[src/rtl/qbed_pkg.sv]
// Shared types, constants and the quadrature lookup for the event decoder.
`default_nettype none
package qbed_pkg;

    // Button count scanned per sample, and the physical width of the level port.
    localparam int NUM_BUTTONS = 8;
    localparam int BTN_BITS    = 8;
    localparam int NUM_LANES   = (NUM_BUTTONS < BTN_BITS) ? NUM_BUTTONS : BTN_BITS;

    typedef logic [3:0] event_code_t;

    localparam event_code_t EV_NONE     = 4'd0;
    localparam event_code_t EV_VOL_DOWN = 4'd9;
    localparam event_code_t EV_VOL_UP   = 4'd10;

    // Register select is paddr[2]: one 32-bit register per word address.
    localparam logic REG_STEP_THRESHOLD = 1'b0;
    localparam logic REG_DEBOUNCE_MS    = 1'b1;

    localparam logic [3:0]          STEP_THRESHOLD_RST = 4'd4;
    localparam logic [7:0]          DEBOUNCE_MS_RST    = 8'd20;
    localparam logic [1:0]          PHASE_RST          = 2'b11;
    localparam logic [BTN_BITS-1:0] BUTTONS_RST        = '1;

    typedef logic signed [1:0] quad_delta_t;

    typedef struct packed {
        logic hit;
        logic up;
    } quad_res_t;

    typedef struct packed {
        logic        found;
        event_code_t code;
    } btn_pick_t;

    // Transition {previous pair, new pair} to a signed step.
    function automatic quad_delta_t quad_delta(input logic [3:0] idx);
        quad_delta_t d;
        case (idx)
            4'd1, 4'd7, 4'd8, 4'd14: d = -2'sd1;
            4'd2, 4'd4, 4'd11, 4'd13: d = 2'sd1;
            default: d = 2'sd0;
        endcase
        return d;
    endfunction

endpackage
`default_nettype wire

[src/rtl/qbed_quad.sv]
// Quadrature step accumulator with threshold detection.
`default_nettype none
module qbed_quad (
    input  wire logic              clk,
    input  wire logic              rst_n,
    input  wire logic              accept,
    input  wire logic [1:0]        phase,
    input  wire logic [3:0]        step_threshold,
    output qbed_pkg::quad_res_t    res
);
    import qbed_pkg::*;

    logic [1:0]        prev_phase_reg;
    logic [1:0]        prev_phase_next;
    logic signed [4:0] pulse_count_reg;
    logic signed [4:0] pulse_count_next;

    logic              changed;
    logic [3:0]        thr_eff;
    quad_delta_t       delta;
    logic signed [5:0] sum_s;
    logic signed [5:0] thr_s;
    logic signed [5:0] neg_thr_s;
    logic              hit_dn;
    logic              hit_up;

    always_comb
    begin
        changed   = (phase != prev_phase_reg);
        thr_eff   = (step_threshold == 4'd0) ? 4'd1 : step_threshold;
        delta     = quad_delta({prev_phase_reg, phase});
        sum_s     = $signed({pulse_count_reg[4], pulse_count_reg})
                  + $signed({{4{delta[1]}}, delta});
        thr_s     = $signed({2'b00, thr_eff});
        neg_thr_s = -thr_s;
        hit_dn    = changed && (sum_s >= thr_s);
        hit_up    = changed && !hit_dn && (sum_s <= neg_thr_s);
        res.hit   = hit_dn | hit_up;
        res.up    = hit_up;

        prev_phase_next  = phase;
        pulse_count_next = pulse_count_reg;
        if (changed)
        begin
            pulse_count_next = (hit_dn | hit_up) ? 5'sd0 : sum_s[4:0];
        end
    end

    always_ff @(posedge clk or negedge rst_n)
    begin
        if (!rst_n)
        begin
            prev_phase_reg  <= PHASE_RST;
            pulse_count_reg <= 5'sd0;
        end
        else if (accept)
        begin
            prev_phase_reg  <= prev_phase_next;
            pulse_count_reg <= pulse_count_next;
        end
    end

    // A volume event always leaves the count cleared.
    a_hit_clears: assert property (@(posedge clk) disable iff (!rst_n)
        accept && res.hit |=> pulse_count_reg == 5'sd0)
        else $error("pulse count not cleared after volume event");

endmodule
`default_nettype wire

[src/rtl/qbed_lane.sv]
// One button lane: falling-edge detect and gated level update.
`default_nettype none
module qbed_lane (
    input  wire logic cur,
    input  wire logic old,
    input  wire logic open,
    output logic      fall,
    output logic      next_bit
);
    // Pressed now, released before.
    assign fall     = old & ~cur;
    // Take the new level only while the scan still reaches this lane.
    assign next_bit = open ? cur : old;
endmodule
`default_nettype wire

[src/rtl/qbed_merge.sv]
// Priority merge of lane edges: lowest button wins and closes later lanes.
`default_nettype none
module qbed_merge (
    input  wire logic [qbed_pkg::NUM_LANES-1:0] fall,
    input  wire logic                           scan_en,
    output logic [qbed_pkg::NUM_LANES-1:0]      open,
    output qbed_pkg::btn_pick_t                 pick
);
    import qbed_pkg::*;

    logic seen;

    always_comb
    begin
        seen      = 1'b0;
        pick      = '0;
        pick.code = EV_NONE;
        for (int i = 0; i < NUM_LANES; i++)
        begin
            open[i] = scan_en & ~seen;
            if (open[i] && fall[i])
            begin
                pick.found = 1'b1;
                pick.code  = event_code_t'(i + 1);
            end
            seen = seen | fall[i];
        end
    end
endmodule
`default_nettype wire

[src/rtl/quadrature_and_button_event_decoder_unit.sv]
// Top level of the quadrature encoder and button event decoder.
// Each input word is one poll sample: the two encoder phases, eight active-low
// button levels and a free-running millisecond time. Every accepted word gives
// exactly one output word carrying event_code: 0 none, 1..8 button 0..7
// pressed, 9 volume down, 10 volume up. A change of the phase pair is looked
// up in the quadrature table and added to a signed pulse count; reaching
// +step_threshold gives volume down, -step_threshold volume up, the count
// clears and the buttons are not looked at for that sample. Otherwise, once
// (now_ms - last press time) mod 2^32 exceeds debounce_ms, the eight button
// lanes check for falling edges in parallel and a merge stage picks the lowest
// one, restarting the debounce window; buttons above it keep their old levels.
// Throughput is one word per clock unless stalled: all decoding of a sample
// happens in the cycle it is accepted, limited by the 32-bit time subtract and
// compare, and the result sits in an output register. A new word is taken
// while the output register is empty or being drained, so in_stall rises only
// when out_stall holds a finished word. Registers (APB, 32-bit data, pready
// always high): 0x0 step_threshold[3:0] (reset 4, zero acts as one), 0x4
// debounce_ms[7:0] (reset 20). Write them only while no word is in flight.
`default_nettype none
module quadrature_and_button_event_decoder_unit (
    input  wire logic                          clk,
    input  wire logic                          rst_n,
    // APB configuration port
    input  wire logic                          psel,
    input  wire logic                          penable,
    input  wire logic                          pwrite,
    input  wire logic [2:0]                    paddr,
    input  wire logic [31:0]                   pwdata,
    output logic [31:0]                        prdata,
    output logic                               pready,
    // Sample input channel
    input  wire logic                          in_valid,
    output logic                               in_stall,
    input  wire logic                          phase_a,
    input  wire logic                          phase_b,
    input  wire logic [qbed_pkg::BTN_BITS-1:0] button_levels,
    input  wire logic [31:0]                   now_ms,
    // Event output channel
    output logic                               out_valid,
    input  wire logic                          out_stall,
    output qbed_pkg::event_code_t              event_code
);
    import qbed_pkg::*;

    // Configuration registers
    logic [3:0]          step_threshold_reg;
    logic [7:0]          debounce_ms_reg;

    // Decoder state
    logic [31:0]         last_press_ms_reg;
    logic [31:0]         last_press_ms_next;
    logic [BTN_BITS-1:0] button_prev_reg;
    logic [BTN_BITS-1:0] button_prev_next;

    // Output register
    logic                out_valid_reg;
    logic                out_valid_next;
    event_code_t         event_code_reg;
    event_code_t         event_code_next;

    logic                accept;
    logic                cfg_write;
    quad_res_t           quad_res;
    logic [31:0]         elapsed;
    logic                time_ok;
    logic                scan_en;
    logic [NUM_LANES-1:0] lane_fall;
    logic [NUM_LANES-1:0] lane_open;
    btn_pick_t           pick;

    // Handshakes: hold input only while a finished word is blocked downstream.
    assign in_stall  = out_valid_reg & out_stall;
    assign accept    = in_valid & ~in_stall;
    assign pready    = 1'b1;
    assign cfg_write = psel & penable & pwrite & pready;

    always_comb
    begin
        case (paddr[2])
            REG_STEP_THRESHOLD: prdata = {28'd0, step_threshold_reg};
            REG_DEBOUNCE_MS:    prdata = {24'd0, debounce_ms_reg};
            default:            prdata = 32'd0;
        endcase
    end

    always_ff @(posedge clk or negedge rst_n)
    begin
        if (!rst_n)
        begin
            step_threshold_reg <= STEP_THRESHOLD_RST;
            debounce_ms_reg    <= DEBOUNCE_MS_RST;
        end
        else if (cfg_write)
        begin
            case (paddr[2])
                REG_STEP_THRESHOLD: step_threshold_reg <= pwdata[3:0];
                REG_DEBOUNCE_MS:    debounce_ms_reg    <= pwdata[7:0];
                default:            ;
            endcase
        end
    end

    // Encoder path
    qbed_quad u_quad (
        .clk            (clk),
        .rst_n          (rst_n),
        .accept         (accept),
        .phase          ({phase_a, phase_b}),
        .step_threshold (step_threshold_reg),
        .res            (quad_res)
    );

    // Debounce window: wrapping difference, strictly greater than the window.
    assign elapsed = now_ms - last_press_ms_reg;
    assign time_ok = elapsed > {24'd0, debounce_ms_reg};
    // A volume event skips the button scan entirely.
    assign scan_en = time_ok & ~quad_res.hit;

    // Button lanes; buttons beyond the scanned count never change.
    for (genvar i = 0; i < BTN_BITS; i++)
    begin : g_btn
        if (i < NUM_LANES)
        begin : g_lane
            qbed_lane u_lane (
                .cur      (button_levels[i]),
                .old      (button_prev_reg[i]),
                .open     (lane_open[i]),
                .fall     (lane_fall[i]),
                .next_bit (button_prev_next[i])
            );
        end
        else
        begin : g_idle
            assign button_prev_next[i] = button_prev_reg[i];
        end
    end

    qbed_merge u_merge (
        .fall    (lane_fall),
        .scan_en (scan_en),
        .open    (lane_open),
        .pick    (pick)
    );

    always_comb
    begin
        last_press_ms_next = pick.found ? now_ms : last_press_ms_reg;

        if (quad_res.hit)
        begin
            event_code_next = quad_res.up ? EV_VOL_UP : EV_VOL_DOWN;
        end
        else
        begin
            event_code_next = pick.code;
        end

        // Load on accept, drop once the word is taken.
        if (accept)
        begin
            out_valid_next = 1'b1;
        end
        else
        begin
            out_valid_next = out_valid_reg & out_stall;
        end
    end

    always_ff @(posedge clk or negedge rst_n)
    begin
        if (!rst_n)
        begin
            last_press_ms_reg <= 32'd0;
            button_prev_reg   <= BUTTONS_RST;
            out_valid_reg     <= 1'b0;
        end
        else
        begin
            out_valid_reg <= out_valid_next;
            if (accept)
            begin
                last_press_ms_reg <= last_press_ms_next;
                button_prev_reg   <= button_prev_next;
            end
        end
    end

    always_ff @(posedge clk)
    begin
        if (accept)
        begin
            event_code_reg <= event_code_next;
        end
    end

    assign out_valid  = out_valid_reg;
    assign event_code = event_code_reg;

    // Every accepted sample produces an output word in the next cycle.
    a_accept_fills: assert property (@(posedge clk) disable iff (!rst_n)
        accept |=> out_valid_reg)
        else $error("accepted sample produced no output word");

    // A button event restarts the debounce window at the sample time.
    a_press_time: assert property (@(posedge clk) disable iff (!rst_n)
        accept && pick.found |=> last_press_ms_reg == $past(now_ms))
        else $error("press time not captured");

    // A button event never comes with a volume event in the same sample.
    a_excl: assert property (@(posedge clk) disable iff (!rst_n)
        quad_res.hit |-> !pick.found)
        else $error("button scanned during volume event");

    // Only codes with a meaning reach the output.
    a_code_range: assert property (@(posedge clk) disable iff (!rst_n)
        out_valid_reg |-> event_code_reg <= EV_VOL_UP)
        else $error("event code out of range");

endmodule
`default_nettype wire
[config.mk]
export PLATFORM = sky130hd
export DESIGN_NAME = quadrature_and_button_event_decoder_unit
export DESIGN_NICKNAME = d
export VERILOG_FILES = /design/src/rtl/qbed_pkg.sv /design/src/rtl/qbed_quad.sv /design/src/rtl/qbed_lane.sv /design/src/rtl/qbed_merge.sv /design/src/rtl/quadrature_and_button_event_decoder_unit.sv
export SDC_FILE = /design/constraint.sdc
export NUM_CORES = 1
export LEC_CHECK = 0
export BUFFER_PORTS_ARGS = -buffer_cell sky130_fd_sc_hd__buf_2
export CORE_ASPECT_RATIO = 1.4
export CORE_MARGIN = 3
export CORE_UTILIZATION = 51
export DETAILED_ROUTE_END_ITERATION = 10
export PLACE_DENSITY = 0.77
export SKIP_CTS_REPAIR_TIMING = 1
export SYNTH_ARGS = -nofsm -noshare
export SYNTH_HDL_FRONTEND = slang
export SYNTH_SLANG_ARGS = --single-unit
[constraint.sdc]
create_clock -name clk -period 4.6 [get_ports clk]
set_clock_uncertainty 0.05 [all_clocks]
set_input_delay 1.15 -clock clk [delete_from_list [all_inputs] [get_ports clk]]
set_output_delay 1.15 -clock clk [all_outputs]
set_load 0.02 [all_outputs]
Yosys cells after proc, flatten, opt, wreduce, memory -nomap -nowiden
Memories as Yosys holds them, arrays and structs flattened.
Cells that the tools add are included.
{ "totals": {"ff_bits": 64, "latch_bits": 0, "mem_bits_rw": 0, "mem_bits_ro": 32, "input_bits": 84, "out_inout_bits": 39, "elab_cells": 107, "mem_count": 1} }
{ "classes": {"add_sub_neg": 3, "mul": 0, "div": 0, "order_cmp": 3, "n_eq_ne": 1, "n_shift": 0, "mux": 14, "n_bitwise": 45, "reduce_logical": 25} }
{ "memory_table": {"columns": ["memory", "words", "width", "rd", "rd_clocked_by_memory_dff", "write_ports", "line_no", "text"], "rows": [
  ["(no name shown)", 16, 2, 1, 0, 0, "qbed_pkg.sv:40", "case (idx)"]
]} }
{ "op_table": {"columns": ["op", "n"], "rows": [
  ["case mux 32 bit (2 select lines)", 1],
  ["2-to-1 mux 5 bit", 9],
  ["greater-than comparator 32 x 8 -> 1 bit", 1],
  ["subtractor 32 bit", 1],
  ["AND reduction 2 bit", 12],
  ["AND 1 bit", 20],
  ["NOT 1 bit", 18],
  ["logical AND 1 bit", 11],
  ["2-to-1 mux 4 bit", 2],
  ["OR 1 bit", 7],
  ["adder 5 x 2 -> 6 bit", 1],
  [">= comparator 6 x 5 -> 1 bit", 1],
  ["less-or-equal comparator 6 bit", 1],
  ["negation 4 -> 6 bit", 1],
  ["zero test 4 bit", 1],
  ["2-to-1 mux 2 bit", 1],
  ["!= test 2 bit", 1],
  ["zero test 1 bit", 1],
  ["2-to-1 mux 1 bit", 1]
]} }

Logic depth before layout (Yosys ltp)
Gate-level depths: netlist (run 1).
{ "logic_depth": {"depth_word": 20, "ltp_mapped": 19, "ltp_nobuf": 18} }

Cells and area by module
Synthesis (run 1) repeated with hierarchy kept, for this count alone.
{ "unflattened": {"hier_cells": 648, "hier_area_um2": 5964.5} }
{ "modules_own_cells": {"columns": ["module", "n_inst", "cells_each", "area_each_um2"], "rows": [
  ["quadrature_and_button_event_decoder_unit", 1, 507, 4730.8],
  ["qbed_quad", 1, 100, 919.6],
  ["qbed_lane", 8, 2, 21.3],
  ["qbed_merge", 1, 25, 143.9]
]} }

Least setup slack after synthesis (run 1)
Ideal clock, no wire load.
{ "synth_timing": {"path_type": "input -> register", "start": "input port phase_a", "end": "register last_press_ms_reg[10]", "setup_ps": 125, "arrival_ps": 4903, "t_required_ps": 4425, "path_slack_ps": -477, "path_stages": 17, "cell_sequence": "inv_1 ha_1 mux4_2 ha_1 a21o_1 a21oi_1 xnor2_1 inv_1 ha_1 and4_1 a21oi_1 maj3_1 a211oi_1 o31a_1 nor4_2 buf_2 mux2_2"} }
{ "synth_between": {"elab_chain_cells": 20, "word_cells_on_any_way": 36, "cone_classes": "add/sub (1); order compare (2); eq/ne (1); mux (8); bitwise (10); reduce/logical (13); memory (1)"} }
{ "synth_rtl": {"columns": ["element", "line_no", "text"], "rows": [
  ["start: declaration", "quadrature_and_button_event_decoder_unit.sv:34", "input wire logic phase_a,"],
  ["memory (16 x 2 bit)", null, null],
  ["adder 5 x 2 -> 6 bit", "qbed_quad.sv:33", "+ $signed({{4{delta[1]}}, delta});"],
  [">= comparator 6 x 5 -> 1 bit", "qbed_quad.sv:36", "hit_dn = changed && (sum_s >= thr_s);"],
  ["logical AND 1 bit", "qbed_quad.sv:36", null],
  ["zero test 1 bit", "qbed_quad.sv:37", "hit_up = changed && !hit_dn && (sum_s <= neg_thr_s);"],
  ["logical AND 1 bit (2 in series)", "qbed_quad.sv:37", null],
  ["OR 1 bit (*)", "qbed_quad.sv:38", "res.hit = hit_dn | hit_up;"],
  ["NOT 1 bit (*)", "quadrature_and_button_event_decoder_unit.sv:117", "assign scan_en = time_ok & ~quad_res.hit;"],
  ["AND 1 bit (*)", "quadrature_and_button_event_decoder_unit.sv:117", null],
  ["logical AND 1 bit or AND 1 bit (tied branches)", "qbed_merge.sv:21, qbed_merge.sv:20", null],
  ["2-to-1 mux 5 bit or logical AND 1 bit (tied branches)", "qbed_merge.sv:21", "if (open[i] && fall[i])"],
  ["2-to-1 mux 5 bit (6 in series)", "qbed_merge.sv:21", null],
  ["2-to-1 mux 5 bit (*)", "qbed_merge.sv:21", null],
  ["AND reduction 2 bit (no source line) (*)", null, null],
  ["end signal: assignment", "quadrature_and_button_event_decoder_unit.sv:182", "last_press_ms_reg <= last_press_ms_next;"],
  ["end: declaration", "quadrature_and_button_event_decoder_unit.sv:50", "logic [31:0] last_press_ms_reg;"]
]} }
Mark *: on every way between the ends. The rest lies on a longest branch, timed or not.
A chain may end at the register's enable or synchronous reset.

Final worst setup path (run 1)
{ "layout_timing": {"start": "input port phase_a", "end": "register last_press_ms_reg[11]"} }
The elaborated chain is that of the path after synthesis.

==> report_table.html, run 1 <==
<table>
<tr><th>Metric</th><th>Value</th></tr>
<tr><th colspan="2">Detailed routing</th></tr>
<tr><td>Average wire length per cell after detail routing</td><td>16.8 um</td></tr>
<tr><td>Antenna viol nets, final</td><td>0</td></tr>
<tr><td>Number of iterations in the first detailed-routing pass</td><td>5</td></tr>
<tr><td>DRC marker count from the first detailed-route iteration</td><td>248</td></tr>
<tr><td>DR DRC count</td><td>0</td></tr>
<tr><td>Total wire length after detailed routing</td><td>16100 um</td></tr>
<tr><td>Via density</td><td>5.66</td></tr>
<tr><td>Vias post-DR</td><td>5419</td></tr>
<tr><th colspan="2">Worst setup path</th></tr>
<tr><td>Critical Path RT</td><td>4.78 ns</td></tr>
<tr><td>Worst reg2reg setup slack</td><td>0.20 ns</td></tr>
<tr><td>Kind of start point of the critical path</td><td>input port</td></tr>
<tr><td>Data arrival time of the critical path</td><td>5.04 ns</td></tr>
<tr><td>Maximum fanout along the worst path</td><td>8</td></tr>
<tr><td>Most frequent cell on the critical path</td><td>sky130_fd_sc_hd__ha_4</td></tr>
<tr><td>R2R depth</td><td>16</td></tr>
<tr><td>Kind of capture point of the worst setup path</td><td>flop</td></tr>
<tr><td>CP max stage cell</td><td>sky130_fd_sc_hd__mux4_2</td></tr>
<tr><td>Worst setup path category</td><td>input port to flop</td></tr>
<tr><td>List of cells traversed by the critical path</td><td>buf_6, inv_4, ha_4, mux4_2, ha_4, a21o_1, a21oi_2, xnor2_1, inv_1, ha_4, and4_4, a21oi_2, maj3_2, a211oi_4, o31a_1, nor4_4, buf_6, clkbuf_16, mux2_4</td></tr>
<tr><td>Delay of the slowest cell on the worst path</td><td>0.54 ns</td></tr>
<tr><th colspan="2">Logic synthesis</th></tr>
<tr><td>Sequential fraction of the synthesis area</td><td>28.2%</td></tr>
<tr><td>Share of Yosys cell area claimed by the top area cell type</td><td>20.3%</td></tr>
<tr><td>Most frequent cells after synthesis</td><td>sky130_fd_sc_hd__inv_1 (66), sky130_fd_sc_hd__ha_1 (57), sky130_fd_sc_hd__nand2_1 (55)</td></tr>
<tr><td>Post-synth design cell area</td><td>5800 um2</td></tr>
<tr><td>Most area-hungry cell type in the Yosys netlist</td><td>sky130_fd_sc_hd__dfrtp_1</td></tr>
<tr><td>Number of warnings issued by yosys</td><td>0</td></tr>
<tr><td>Mean Syn Cell Area</td><td>8.78 um2</td></tr>
<tr><td>Number of enable-type register cells in the synthesized netlist</td><td>4</td></tr>
<tr><td>Most frequent cell after synthesis</td><td>sky130_fd_sc_hd__inv_1</td></tr>
<tr><td>Cell types with the largest area share after synthesis</td><td>sky130_fd_sc_hd__dfrtp_1 (20%), sky130_fd_sc_hd__ha_1 (12%), sky130_fd_sc_hd__mux2_2 (9.3%)</td></tr>
<tr><td>Share of async-settable or async-resettable flops after synthesis</td><td>93.8%</td></tr>
<tr><td>Count of different cell masters after synthesis</td><td>67</td></tr>
<tr><td>Post-synthesis cell count</td><td>661</td></tr>
<tr><td>Post-synthesis sequential element count</td><td>64</td></tr>
<tr><td>Top_reg_cell synth</td><td>sky130_fd_sc_hd__dfrtp_1</td></tr>
<tr><th colspan="2">Clock network</th></tr>
<tr><td>Depth of the CTS H-tree</td><td>3</td></tr>
<tr><td>CTS tree</td><td>yes</td></tr>
<tr><td>Number of CTS-inserted buffers</td><td>9</td></tr>
<tr><td>CTS Sinks</td><td>64</td></tr>
<tr><td>Clock transition at the registers of the reported paths</td><td>0.06 ns</td></tr>
<tr><td>Source-to-sink clock delay at the later pin of the worst-skew pair</td><td>0.34 ns</td></tr>
<tr><td>Clk buf depth</td><td>2</td></tr>
<tr><td>Root Buffer</td><td>sky130_fd_sc_hd__clkbuf_16</td></tr>
<tr><th colspan="2">Finish</th></tr>
<tr><td>Number of nets in the final layout</td><td>954</td></tr>
<tr><td>Area taken by multi-input logic gates</td><td>4040 um2</td></tr>
<tr><td>Antenna Diode Count</td><td>0</td></tr>
<tr><td>Number of fill cells in the layout</td><td>903</td></tr>
<tr><td>Finished Layout Cells</td><td>957</td></tr>
<tr><td>Max FFs per register</td><td>32</td></tr>
<tr><td>Register area</td><td>1640 um2</td></tr>
<tr><td>Fraction of layout instances using a drive strength above 1</td><td>34.7%</td></tr>
<tr><td>Area delta synth-&gt;final</td><td>30.0%</td></tr>
<tr><th colspan="2">Placed design</th></tr>
<tr><td>Count of placed standard cells including taps</td><td>928</td></tr>
<tr><td>Final weighted congestion in routability-driven placement</td><td>0.981</td></tr>
<tr><td>Number of buffers inserted by port buffering</td><td>71</td></tr>
<tr><td>Final HPWL DP</td><td>12100 um</td></tr>
<tr><th colspan="2">Run status</th></tr>
<tr><td>Run status</td><td>complete, but fails checks</td></tr>
<tr><td>Failing checks</td><td>setup timing</td></tr>
<tr><th colspan="2">Global route</th></tr>
<tr><td>Total GRT Usage</td><td>24.2%</td></tr>
<tr><td>Maximum number of pins on one net before global-route repair</td><td>34</td></tr>
<tr><td>Total grt overflow</td><td>0</td></tr>
<tr><td>Number of antenna violations at the first check in global routing</td><td>0</td></tr>
<tr><td>Number of global-route vias before repair</td><td>5276</td></tr>
<tr><td>Global-route wire length before repair</td><td>24200 um</td></tr>
<tr><th colspan="2">Die</th></tr>
<tr><td>Standard-cell rows</td><td>45</td></tr>
<tr><td>Top-level I/O count</td><td>123</td></tr>
<tr><td>DIE WIDTH</td><td>96.1 um</td></tr>
<tr><td>DIE HEIGHT</td><td>132 um</td></tr>
<tr><td>Effective utilization at floorplan</td><td>52.8%</td></tr>
<tr><td>Core area</td><td>11000 um2</td></tr>
<tr><td>Die ar.</td><td>12700 um2</td></tr>
<tr><th colspan="2">STA</th></tr>
<tr><td>Portion of the clock cycle consumed by the worst path in the final layout</td><td>106%</td></tr>
<tr><td>Number of hold violations in the final report</td><td>0</td></tr>
<tr><td>Tmin final</td><td>4.86 ns</td></tr>
<tr><td>Slew at the pin closest to its max-slew limit</td><td>0.677 ns</td></tr>
<tr><td>RSZ-0062 raised after global routing</td><td>yes</td></tr>
<tr><td>Total count of max-transition violations in the final report</td><td>0</td></tr>
<tr><td>Final setup violation count</td><td>44</td></tr>
<tr><td>Worst rel slew slack</td><td>54.8%</td></tr>
<tr><td>Max Fclk</td><td>206 MHz</td></tr>
<tr><td>Final setup TNS</td><td>-9.03 ns</td></tr>
<tr><td>Worst path setup slack after routing</td><td>-0.261 ns</td></tr>
<tr><th colspan="2">Power and ir drop</th></tr>
<tr><td>Overall power consumption</td><td>5720 uW</td></tr>
<tr><td>Power Dens Cells</td><td>759 nW/um2</td></tr>
<tr><td>Static leakage</td><td>0.00357 uW</td></tr>
<tr><td>IR Drop Worst-Case VDD</td><td>435 uV</td></tr>
<tr><th colspan="2">Worst hold path</th></tr>
<tr><td>Worst Hold Class</td><td>flop to flop</td></tr>
<tr><td>Cell count of the worst hold path</td><td>2</td></tr>
<tr><th colspan="2">Job</th></tr>
<tr><td>Maximum Capacitance Violations</td><td>0</td></tr>
</table>
## where the power goes
group / internal [uW] / switching (uW)
Sequential: 863 / 147
Combinational: 1940 / 2100
Clock: 416 / 260
Total: 3220 / 2500
## layout make-up
cell class / count / area share (%)
inverters: 66 / 3.58
repair buffers: 158 / 15.0
well taps: 141 / 2.34
clock buffers: 10 / 3.04
multi-input cells: 512 / 53.6
clock inverters: 6 / 0.796
flip-flops and latches: 64 / 21.7
## per-layer routing
layer  share of wire (%)  global-route usage (%)  routed length [um]
met5                   0                       0                   0
met4                 3.9                    10.2                 633
met3                 4.4                    4.34                 706
met2                  55                    44.4                8780
met1                  37                    26.2                5960
## metrics by stage
| stage | setup WS (ns) | utilization [%] | hold WS [ns] | instance area (um2) |
|---|---|---|---|---|
| floorplan | -0.134 | - | 0.405 | 6110 |
| global placement | -0.603 | 63.1 | 0.419 | 6930 |
| detailed placement | -0.741 | 63.1 | 0.427 | 6930 |
| CTS | -0.406 | 65.7 | 0.439 | 7220 |
| global route | -0.357 | 68.7 | 0.470 | 7540 |
| finish | -0.261 | 68.7 | 0.452 | 7540 |
## final timing paths
path	startpoint	endpoint
hold reg to reg	u_quad.pulse_count_reg[2]	u_quad.pulse_count_reg[2]
min in group asynchronous	rst_n	debounce_ms_reg[0]
setup reg to reg	u_quad.prev_phase_reg[1]	last_press_ms_reg[11]
hold / removal	u_quad.pulse_count_reg[2]	u_quad.pulse_count_reg[2]
setup / recovery	phase_a	last_press_ms_reg[11]
max in group asynchronous	rst_n	button_prev_reg[0]
## cells by family (layout without fill, tap and decap cells)
| logic type | count (synthesis) | count (layout) | share of synthesized area [%] |
|---|---|---|---|
| buffers and inverters | 109 | 240 | 8.91 |
| flip-flops | 64 | 64 | 28.2 |
| XOR/XNOR | 28 | 28 | 4.23 |
| multiplexers | 57 | 57 | 11.2 |
| AND/OR/NAND/NOR | 182 | 182 | 16.3 |
| AO/OA/AOI/OAI | 159 | 159 | 17.8 |
| other | 2 | 26 | 0.129 |
| adder cells (fa/ha/maj) | 60 | 60 | 13.2 |
## critical path: cells and delay by family
kind	cells	cell delay (ns)
muxes	2	0.84
and+or+nand+nor	2	0.29
xor gates and xnor gates	1	0.17
buffers and inverters	5	0.61
adders and majority gates	4	1.00
AOI/OAI and AO/OA	5	0.96
## layout by cell type, fill, tap and decap left out, types with 8 or more instances in the layout
cell type	instances
sky130_fd_sc_hd__inv_1	63
sky130_fd_sc_hd__a21oi_1	47
sky130_fd_sc_hd__buf_4	76
sky130_fd_sc_hd__a21o_1	13
sky130_fd_sc_hd__xnor2_1	16
sky130_fd_sc_hd__nor2_1	29
sky130_fd_sc_hd__nor3_1	12
sky130_fd_sc_hd__nand3_1	8
sky130_fd_sc_hd__nand2_1	55
sky130_fd_sc_hd__clkbuf_16	11
sky130_fd_sc_hd__xor2_1	10
sky130_fd_sc_hd__dfrtp_1	47
sky130_fd_sc_hd__o21ai_0	32
sky130_fd_sc_hd__mux2_4	15
sky130_fd_sc_hd__buf_2	68
sky130_fd_sc_hd__nand4_1	17
sky130_fd_sc_hd__nand2b_1	10
sky130_fd_sc_hd__mux2_2	36
sky130_fd_sc_hd__conb_1	26
sky130_fd_sc_hd__o211ai_1	9
sky130_fd_sc_hd__ha_1	49
sky130_fd_sc_hd__dfstp_2	13
Note: power is estimated with default switching activity, not from simulation.
==> run 2: changes to the inputs <==
--- a/config.mk
+++ b/config.mk
@@ -6,8 +6,9 @@
 export NUM_CORES = 1
 export LEC_CHECK = 0
 export BUFFER_PORTS_ARGS = -buffer_cell sky130_fd_sc_hd__buf_2
+export CAP_MARGIN = 20
 export CORE_ASPECT_RATIO = 1.4
-export CORE_MARGIN = 3
+export CORE_MARGIN = 4
 export CORE_UTILIZATION = 51
 export DETAILED_ROUTE_END_ITERATION = 10
 export PLACE_DENSITY = 0.77
==> report_table.html, run 2 (synthesis gave the netlist of run 1 again) <==
<table>
<tr><th>Metric</th><th>Value</th></tr>
<tr><th colspan="2">Global route</th></tr>
<tr><td>Total GRT Usage</td><td>24.0% (-0.16 points)</td></tr>
<tr><td>Global-route wire length before repair</td><td>25800 um (+6.5%)</td></tr>
<tr><td>Total grt overflow</td><td>0 (unchanged)</td></tr>
<tr><td>Maximum number of pins on one net before global-route repair</td><td>39 (+15%)</td></tr>
<tr><td>Number of global-route vias before repair</td><td>5576 (+5.7%)</td></tr>
<tr><td>Number of antenna violations at the first check in global routing</td><td>0 (unchanged)</td></tr>
<tr><th colspan="2">STA</th></tr>
<tr><td>Number of hold violations in the final report</td><td>0 (unchanged)</td></tr>
<tr><td>Worst path setup slack after routing</td><td>-0.280 ns (-0.0182 ns)</td></tr>
<tr><td>Worst rel slew slack</td><td>59.8% (+5.0 points)</td></tr>
<tr><td>Final hold slack</td><td>0.456 ns (+0.00355 ns)</td></tr>
<tr><td>Final setup violation count</td><td>44 (unchanged)</td></tr>
<tr><td>Final setup TNS</td><td>-10.10 ns (-1.07 ns)</td></tr>
<tr><td>Total count of max-transition violations in the final report</td><td>0 (unchanged)</td></tr>
<tr><td>Tmin final</td><td>4.88 ns (+0.0182 ns)</td></tr>
<tr><td>RSZ-0062 raised after global routing</td><td>yes</td></tr>
<tr><td>Portion of the clock cycle consumed by the worst path in the final layout</td><td>106% (+0.39 points)</td></tr>
<tr><td>Max Fclk</td><td>205 MHz (-0.37%)</td></tr>
<tr><td>Slew at the pin closest to its max-slew limit</td><td>0.596 ns (-0.0809 ns)</td></tr>
<tr><th colspan="2">Worst setup path</th></tr>
<tr><td>Kind of start point of the critical path</td><td>input port</td></tr>
<tr><td>Critical Path RT</td><td>4.76 ns (-0.02 ns)</td></tr>
<tr><td>Data arrival time of the critical path</td><td>5.04 ns (about the same)</td></tr>
<tr><td>List of cells traversed by the critical path</td><td>buf_12, inv_12, ha_4, mux4_2, fa_2, ha_4, nor2b_4, o21a_1, o21ai_2, a21oi_4, maj3_2, a211oi_4, o31a_1, buf_6, nor4_4, buf_4, buf_12, mux2_4</td></tr>
<tr><td>Maximum fanout along the worst path</td><td>8 (unchanged)</td></tr>
<tr><td>Worst setup path category</td><td>input port to flop</td></tr>
<tr><td>R2r startpoint</td><td>u_quad.prev_phase_reg[1]</td></tr>
<tr><td>CP max stage cell</td><td>sky130_fd_sc_hd__fa_2</td></tr>
<tr><td>Source of the critical timing path</td><td>phase_b</td></tr>
<tr><td>Kind of capture point of the worst setup path</td><td>flop</td></tr>
<tr><td>Delay of the slowest cell on the worst path</td><td>0.64 ns (+0.10 ns)</td></tr>
<tr><th colspan="2">Placed design</th></tr>
<tr><td>Final HPWL DP</td><td>12700 um (+5.0%)</td></tr>
<tr><td>Count of placed standard cells including taps</td><td>940 (+1.3%)</td></tr>
<tr><td>Worst slack after detailed placement</td><td>-0.733 ns (+0.00767 ns)</td></tr>
<tr><td>Final weighted congestion in routability-driven placement</td><td>0.928 (-5.4%)</td></tr>
<tr><td>Number of buffers inserted by port buffering</td><td>71 (unchanged)</td></tr>
<tr><th colspan="2">Worst hold path</th></tr>
<tr><td>Critical hold path startpoint</td><td>last_press_ms_reg[19]</td></tr>
<tr><td>Worst Hold Class</td><td>flop to flop</td></tr>
<tr><th colspan="2">Clock network</th></tr>
<tr><td>Number of CTS-inserted buffers</td><td>9 (unchanged)</td></tr>
<tr><td>Depth of the CTS H-tree</td><td>3 (unchanged)</td></tr>
<tr><td>CTS tree</td><td>yes</td></tr>
<tr><td>Clock transition at the registers of the reported paths</td><td>0.05 ns (about the same)</td></tr>
<tr><td>Root Buffer</td><td>sky130_fd_sc_hd__clkbuf_16</td></tr>
<tr><td>Clk buf depth</td><td>2 (unchanged)</td></tr>
<tr><td>CTS Sinks</td><td>64 (unchanged)</td></tr>
<tr><td>Source-to-sink clock delay at the later pin of the worst-skew pair</td><td>0.33 ns (about the same)</td></tr>
<tr><th colspan="2">Finish</th></tr>
<tr><td>Antenna Diode Count</td><td>0 (unchanged)</td></tr>
<tr><td>Area delta synth-&gt;final</td><td>33.2%</td></tr>
<tr><td>Number of fill cells in the layout</td><td>842 (-6.8%)</td></tr>
<tr><td>Most frequent standard cell in the layout excluding fill and tap cells</td><td>sky130_fd_sc_hd__buf_4</td></tr>
<tr><td>Finished Layout Cells</td><td>969 (+1.3%)</td></tr>
<tr><td>Most frequent cells in the layout</td><td>sky130_fd_sc_hd__buf_4 (89), sky130_fd_sc_hd__buf_2 (68), sky130_fd_sc_hd__inv_1 (62), sky130_fd_sc_hd__nand2_1 (55), sky130_fd_sc_hd__ha_1 (48)</td></tr>
<tr><td>Fraction of layout instances using a drive strength above 1</td><td>36.2% (+1.6 points)</td></tr>
<tr><td>Max FFs per register</td><td>32 (unchanged)</td></tr>
<tr><td>Number of nets in the final layout</td><td>966 (+1.3%)</td></tr>
<tr><th colspan="2">Die</th></tr>
<tr><td>Core area</td><td>11000 um2 (unchanged)</td></tr>
<tr><td>Standard-cell rows</td><td>45 (unchanged)</td></tr>
<tr><td>Effective utilization at floorplan</td><td>52.8% (unchanged)</td></tr>
<tr><td>DIE WIDTH</td><td>98.1 um (+2.1%)</td></tr>
<tr><td>Top-level I/O count</td><td>123 (unchanged)</td></tr>
<tr><td>DIE HEIGHT</td><td>134 um (+1.5%)</td></tr>
<tr><td>Die ar.</td><td>13200 um2 (+3.6%)</td></tr>
<tr><th colspan="2">Power and ir drop</th></tr>
<tr><td>Portion of total power attributed to sequential cells</td><td>17.0% (-0.6 points)</td></tr>
<tr><td>Share of total power in combinational logic</td><td>71.8% (+1.3 points)</td></tr>
<tr><td>IR Drop Worst-Case VDD</td><td>415 uV (-4.7%)</td></tr>
<tr><td>Power Dens Cells</td><td>780 nW/um2 (+2.8%)</td></tr>
<tr><td>Switching share of total power</td><td>43.1% (-0.71 points)</td></tr>
<tr><td>Static leakage</td><td>0.00371 uW (+3.7%)</td></tr>
<tr><td>Power share of the clock group</td><td>11.2% (-0.6 points)</td></tr>
<tr><td>Net switching component of the power</td><td>2590 uW (+3.6%)</td></tr>
<tr><td>Design internal power</td><td>3430 uW (+6.6%)</td></tr>
<tr><th colspan="2">Detailed routing</th></tr>
<tr><td>Total wire length after detailed routing</td><td>17000 um (+6.0%)</td></tr>
<tr><td>DRC marker count from the first detailed-route iteration</td><td>192 (-23%)</td></tr>
<tr><td>Number of iterations in the first detailed-routing pass</td><td>4 (-1)</td></tr>
<tr><td>Average wire length per cell after detail routing</td><td>17.6 um (+4.6%)</td></tr>
<tr><td>Antenna viol nets, final</td><td>0 (unchanged)</td></tr>
<tr><td>Via density</td><td>5.76 (+1.7%)</td></tr>
<tr><td>DR DRC count</td><td>0 (unchanged)</td></tr>
<tr><td>Vias post-DR</td><td>5581 (+3.0%)</td></tr>
<tr><th colspan="2">Run status</th></tr>
<tr><td>Failing checks</td><td>setup timing</td></tr>
<tr><td>Run status</td><td>complete, but fails checks</td></tr>
<tr><th colspan="2">Job</th></tr>
<tr><td>Maximum Capacitance Violations</td><td>0 (unchanged)</td></tr>
</table>
## run 2: power groups by stage
stage | Combinational [uW] | Sequential (uW) | Clock [uW]
final | 4330 | 1020 | 675
after global routing | 4700 | 1050 | 711
after CTS | 3760 | 1010 | 686
after detailed placement | 3710 | 1020 | 0
after global placement | 3580 | 996 | 0
after floorplan | 2490 | 995 | 0
## run 2: per-layer routing
metal	up-vias	share of wire (%)	global-route usage (%)
met4	0	5.9	14.0
met3	62	3.3	3.54
met1	2719	37	23.9
li1	2645	-	-
met2	155	54	46.4
met5	-	0	0
## run 2: cell type report
| cell class | instances | area, um2 | share of cell area (%) |
|---|---|---|---|
| multi-input combinational | 512 | 4150 | 53.7 |
| clock buffer | 13 | 250 | 3.24 |
| timing repair buffer | 170 | 1200 | 15.5 |
| clock inverter | 3 | 42.5 | 0.551 |
| tap | 141 | 176 | 2.28 |
| sequential | 64 | 1640 | 21.2 |
| inverter | 66 | 270 | 3.50 |
## run 2: critical path: cells and delay by family
family / cells / cell delay [ns]
AO/OA/AOI/OAI: 5 / 0.91
adder cells (fa/ha/maj): 4 / 1.33
buffers and inverters: 5 / 0.60
multiplexers: 2 / 0.87
AND/OR/NAND/NOR: 2 / 0.17
## run 2: stage by stage
step | power, uW | util (%) | area (um2)
floorplan | 3480 | - | 6110
global placement | 4580 | 63.7 | 6990
detailed placement | 4730 | 63.7 | 6990
CTS | 5460 | 66.4 | 7290
global route | 6470 | 70.4 | 7730
finish | 6030 | 70.4 | 7730
## run 2: worst paths after layout
| path | to | slack, ns | depth (start not counted) |
|---|---|---|---|
| worst max register to register | last_press_ms_reg[0] | 0.19 | 15 |
| max in group asynchronous | button_prev_reg[0] | 2.81 | 2 |
| worst max-delay path | last_press_ms_reg[0] | -0.28 | 18 |
| worst min-delay path | last_press_ms_reg[19] | 0.46 | 1 |
| worst min register to register | last_press_ms_reg[19] | 0.46 | 1 |
| min in group asynchronous | debounce_ms_reg[5] | 0.76 | 1 |
